**config.mk**
```make
export PLATFORM = sky130hd
export DESIGN_NAME = skc_ctrl
export DESIGN_NICKNAME = d
export VERILOG_FILES = /design/src/skc_pkg.sv /design/src/skc_ctrl.sv
export SDC_FILE = /design/constraint.sdc
export NUM_CORES = 1
export LEC_CHECK = 0
export BUFFER_PORTS_ARGS = -buffer_cell sky130_fd_sc_hd__buf_2
export CAP_MARGIN = 25
export CORE_AREA = 2 2 39 41
export CTS_BUF_LIST = sky130_fd_sc_hd__clkbuf_4 sky130_fd_sc_hd__clkbuf_8
export DETAILED_ROUTE_END_ITERATION = 8
export DIE_AREA = 0 0 41 43
export GPL_ROUTABILITY_DRIVEN = 0
export PLACE_DENSITY_LB_ADDON = 0.15
export SETUP_SLACK_MARGIN = 0.2
export SYNTH_ARGS = -nofsm -noshare
export SYNTH_HDL_FRONTEND = slang
export SYNTH_SLANG_ARGS = --single-unit
```
**constraint.sdc**
```tcl
create_clock -name clk_i -period 1.8 [get_ports clk_i]
set_input_delay 0.54 -clock clk_i [delete_from_list [all_inputs] [get_ports clk_i]]
set_output_delay 0.54 -clock clk_i [all_outputs]
set_load 0.05 [all_outputs]
```
**src/skc_pkg.sv**
```systemverilog
// ----------------------------------------------------------------------------
// skc_pkg
// Shared types, constants and character helpers of the string key comparator.
// ----------------------------------------------------------------------------
package skc_pkg;

  localparam int unsigned CharW  = 8;
  localparam int unsigned FieldW = 11;
  localparam int unsigned DiffW  = 9;
  localparam int unsigned CfgIdxW = 4;

  localparam logic [CharW-1:0] CharSpace = 8'h20;
  localparam logic [CharW-1:0] CharNul   = 8'h00;
  localparam logic [CharW-1:0] CaseDelta = 8'h20;

  // configuration register indexes
  localparam logic [CfgIdxW-1:0] CfgFoldCase  = 4'd0;
  localparam logic [CfgIdxW-1:0] CfgDictOrder = 4'd1;
  localparam logic [CfgIdxW-1:0] CfgFieldStart = 4'd2;
  localparam logic [CfgIdxW-1:0] CfgFieldEnd  = 4'd3;

  typedef enum logic [1:0] {
    ACT_LOAD_A,
    ACT_LOAD_B,
    ACT_COMPARE
  } action_e;

  typedef struct packed {
    action_e          action;
    logic [CharW-1:0] char_byte;
  } in_item_t;

  typedef struct packed {
    logic signed [DiffW-1:0] difference;
    logic                    overflowed;
  } out_item_t;

  typedef enum logic [3:0] {
    ST_IDLE,
    ST_LIMIT,
    ST_START,
    ST_REQ_A,
    ST_GET_A,
    ST_REQ_B,
    ST_GET_B,
    ST_CHECK,
    ST_DONE
  } state_e;

  // controller to datapath
  typedef struct packed {
    logic wr_a;
    logic wr_b;
    logic limit;
    logic start;
    logic rd_a;
    logic rd_b;
    logic skip_a;
    logic skip_b;
    logic take_a;
    logic take_b;
    logic end_a;
    logic end_b;
    logic finish;
  } cmd_t;

  // datapath to controller
  typedef struct packed {
    logic a_more;
    logic b_more;
    logic a_skip;
    logic b_skip;
    logic keep_going;
    logic out_busy;
  } status_t;

  function automatic logic is_kept(input logic [CharW-1:0] c);
    return (c inside {[8'h30:8'h39], [8'h41:8'h5a], [8'h61:8'h7a]}) || (c == CharSpace);
  endfunction

  function automatic logic [CharW-1:0] fold_char(input logic [CharW-1:0] c);
    logic [CharW-1:0] r;
    r = c;
    if (c inside {[8'h41:8'h5a]}) begin
      r = c + CaseDelta;
    end
    return r;
  endfunction

endpackage

```
**src/skc_ctrl.sv**
```systemverilog
// ----------------------------------------------------------------------------
// skc_ctrl
// Sequencer for loads and the character walk of a compare.
// ----------------------------------------------------------------------------
module skc_ctrl (
  input  logic             clk_i,
  input  logic             rst_ni,
  input  logic             in_valid_i,
  output logic             in_ready_o,
  input  skc_pkg::action_e action_i,
  input  skc_pkg::status_t status_i,
  output skc_pkg::cmd_t    cmd_o
);

  skc_pkg::state_e state_q, state_d;

  always_ff @(posedge clk_i or negedge rst_ni) begin
    if (!rst_ni) begin
      state_q <= skc_pkg::ST_IDLE;
    end else begin
      state_q <= state_d;
    end
  end

  always_comb begin
    state_d    = state_q;
    cmd_o      = '0;
    in_ready_o = 1'b0;
    case (state_q)
      skc_pkg::ST_IDLE: begin
        in_ready_o = 1'b1;
        if (in_valid_i) begin
          case (action_i)
            skc_pkg::ACT_LOAD_A:  cmd_o.wr_a = 1'b1;
            skc_pkg::ACT_LOAD_B:  cmd_o.wr_b = 1'b1;
            skc_pkg::ACT_COMPARE: state_d = skc_pkg::ST_LIMIT;
            default: ;
          endcase
        end
      end
      skc_pkg::ST_LIMIT: begin
        cmd_o.limit = 1'b1;
        state_d     = skc_pkg::ST_START;
      end
      skc_pkg::ST_START: begin
        cmd_o.start = 1'b1;
        state_d     = skc_pkg::ST_REQ_A;
      end
      skc_pkg::ST_REQ_A: begin
        if (status_i.a_more) begin
          cmd_o.rd_a = 1'b1;
          state_d    = skc_pkg::ST_GET_A;
        end else begin
          cmd_o.end_a = 1'b1;
          state_d     = skc_pkg::ST_REQ_B;
        end
      end
      skc_pkg::ST_GET_A: begin
        if (status_i.a_skip) begin
          cmd_o.skip_a = 1'b1;
          state_d      = skc_pkg::ST_REQ_A;
        end else begin
          cmd_o.take_a = 1'b1;
          state_d      = skc_pkg::ST_REQ_B;
        end
      end
      skc_pkg::ST_REQ_B: begin
        if (status_i.b_more) begin
          cmd_o.rd_b = 1'b1;
          state_d    = skc_pkg::ST_GET_B;
        end else begin
          cmd_o.end_b = 1'b1;
          state_d     = skc_pkg::ST_CHECK;
        end
      end
      skc_pkg::ST_GET_B: begin
        if (status_i.b_skip) begin
          cmd_o.skip_b = 1'b1;
          state_d      = skc_pkg::ST_REQ_B;
        end else begin
          cmd_o.take_b = 1'b1;
          state_d      = skc_pkg::ST_CHECK;
        end
      end
      skc_pkg::ST_CHECK: begin
        state_d = status_i.keep_going ? skc_pkg::ST_REQ_A : skc_pkg::ST_DONE;
      end
      skc_pkg::ST_DONE: begin
        // wait for the result slot to free up
        if (!status_i.out_busy) begin
          cmd_o.finish = 1'b1;
          state_d      = skc_pkg::ST_IDLE;
        end
      end
      default: state_d = skc_pkg::ST_IDLE;
    endcase
  end

endmodule

```
==> flow_summary.toml <==
[route]
first_iter_violations = 3
viasPerCell = 5.19
wl_mm = 1.54
wire_per_inst_um = 14.7
drcViolationCount = 0
final_antenna_net_count = 0
firstDrtPassIters = 4
vias = 545

[logic_synthesis]
synth-main-ff-cell = "dfrtp_1"
synth_top_area_cell = "dfrtp_1"
ys_top_cells_by_count = "5 x nand2_1, 5 x nor2_1, 4 x dfrtp_1, 3 x buf_4"
synthArstFlopShare = 1.00
avgSynthCellArea_sq_um = 9.02
synth_warnings = 0
yosysSeqAreaShare = 0.231
synthTopCellsByArea = "dfrtp_1 23%, and4bb_2 5.8%, buf_4 5.2%"
synth_fp_nets = 59
synthDominantCellAreaShare = 0.231
ys_types = 28
netlist_area_sq_um = 433
synthCells = 48
synth_seq_cells = 4
synth-edff-count = 0

[clock_network]
cts_root_buf = "clkbuf_4"
numCtsBuffers = 3
htree_levels = 1
clockBufferDepth = 2
clk_latency_ns = 0.23
cts_sinks = 4
clk_pin_slew_ns = 0.04
tritoncts = "done"
cts_hold_buf = 0

[sta]
drv_slew = 0
period_needed_ns = 1.98
relSlewSlack = 0.774
min_period_over_period = 1.10
grt_setup_unrepaired = "true"
setup_viol = 14
setup_ws_ns = -0.178
max_freq_ghz = 0.506
final_hold_viol_count = 0
worstMarginPinSlew_ns = 0.339
clock_skew_ns = 0.00458

[grt]
track_usage = 0.202
grt_max_degree = 10
grt_overflow = 0
grt_pass1_vias = 519
antenna_found_initial = 0
grt_pass1_wl_mm = 2.31

[placed_design]
post-place-ws_ns = -0.00759
dp_cells = 92
numPortBuffers = 24
dp_hpwl_um = 935

[power_and_ir_drop]
p_leak_nw = 0.458
irDropWorstVdd_mv = 0.937
p_per_area_mw_per_mm2 = 1860

[setup_path]
cpMaxStageDelayCell = "dfrtp_2"
critPathMaxStageDelay_ns = 0.44
start_kind = "flip-flop"
crit_fanout = 4
crit_buf_inv = 1
worst-setup-path-type = "flip-flop to output pin"
cp-end-kind = "output pin"
crit_required_ns = 1.26
crit_family = "simple AND/OR/NAND/NOR gates"
crit_chain = "nor4_4, and4bb_4, buf_8"
critPathArrivalTime_ns = 1.44

[layout]
largest_register = "state_q"
final_nets = 102
drive_above_1_share = 0.787
instances_no_fill = 105
area_growth_pct = 142
reg.largest.list = "state_q: 4 flops"
largest_reg_flops = 4
fillers = 97
n_antenna_cell = 0

[floorplan]
initial_utilization = 0.313
io_pins = 25
die_w_um = 41
dieArea_sq_mm = 0.00176
core_sq_mm = 0.00138
rows = 14
die_y_um = 43

[outcome]
failed_checks = "negative setup slack"
status = "finished, violations left"

[hold_path]
hold_path_class = "input port to asynchronous set/reset pin"

[run]
cap_viol_max_count = 0
## metrics by stage
step	cell area [sq um]	TNS, ns	total power (W)	hold slack [ns]	util
2_1_floorplan	571	-1.05	0.00105	0.244	-
3_3_place_gp	747	0	0.00127	0.347	0.540
3_5_place_dp	747	-0.00759	0.00128	0.347	0.540
4_1_cts	1030	-1.30	0.00189	0.0921	0.742
5_1_grt	1050	-1.79	0.00204	0.0964	0.759
6_report	1050	-1.14	0.00195	0.101	0.759
## power by group
| part | internal [W] | switching, W |
|---|---|---|
| logic | 0.000872 | 0.000743 |
| clock network | 0.0000747 | 0.0000384 |
| registers | 0.000139 | 0.0000816 |
| total | 0.00109 | 0.000863 |
## per-layer routing
metal  track usage  vias to the layer above  wire length, um
met5             0                        -                0
met4         0.140                        0               14
li1              -                      263                -
met1         0.238                      262              598
met3        0.0262                        2               69
met2         0.316                       18              857
## cell type report
class                   count  area, sq um  area share
repair buffers             43          467       0.445
flip-flops and latches      4          105       0.100
clock buffers               3         22.5      0.0215
well taps                  16         20.0      0.0191
multi-input cells          39          435       0.415
## cell usage in the layout, fill, tap and decap left out, drive strengths merged, types with 2 or more instances in the layout
cell | synthesis | layout
nand2b | 2 | 2
nor4 | 3 | 3
dfrtp | 4 | 4
and3 | 2 | 2
and4b | 2 | 2
nor2 | 5 | 5
nand2 | 5 | 5
nor2b | 2 | 2
nor4b | 3 | 3
and4bb | 2 | 2
clkbuf | 0 | 3
buf | 5 | 42
## cells by family after synthesis
family	synth area share
simple gates	0.517
buf+inv	0.104
mux	0.0231
flops	0.231
compound gates	0.124
## path summary, 6_finish.rpt
check                                          to  slack (ns)              startpoint  cells after the start
max                                     cmd_o[12]       -0.18  state_q[2]$_DFFE_PN0P_                      3
min                        state_q[1]$_DFFE_PN0P_        0.10                  rst_ni                      1
max in group asynchronous  state_q[2]$_DFFE_PN0P_        1.56                  rst_ni                      1
min reg2reg                state_q[1]$_DFFE_PN0P_        0.68  state_q[3]$_DFFE_PN0P_                      2
min in group clk_i         state_q[3]$_DFFE_PN0P_        0.54             status_i[1]                      2
max reg2reg                state_q[1]$_DFFE_PN0P_        0.38  state_q[0]$_DFFE_PN0P_                      6
## what timing repair did
action,in CTS,in global routing
gates resized for setup,46,0
setup endpoints to repair,14,14
gates cloned,2,0
pin swaps,6,3
setup buffers,5,3
(Power assumes the default switching activity.)
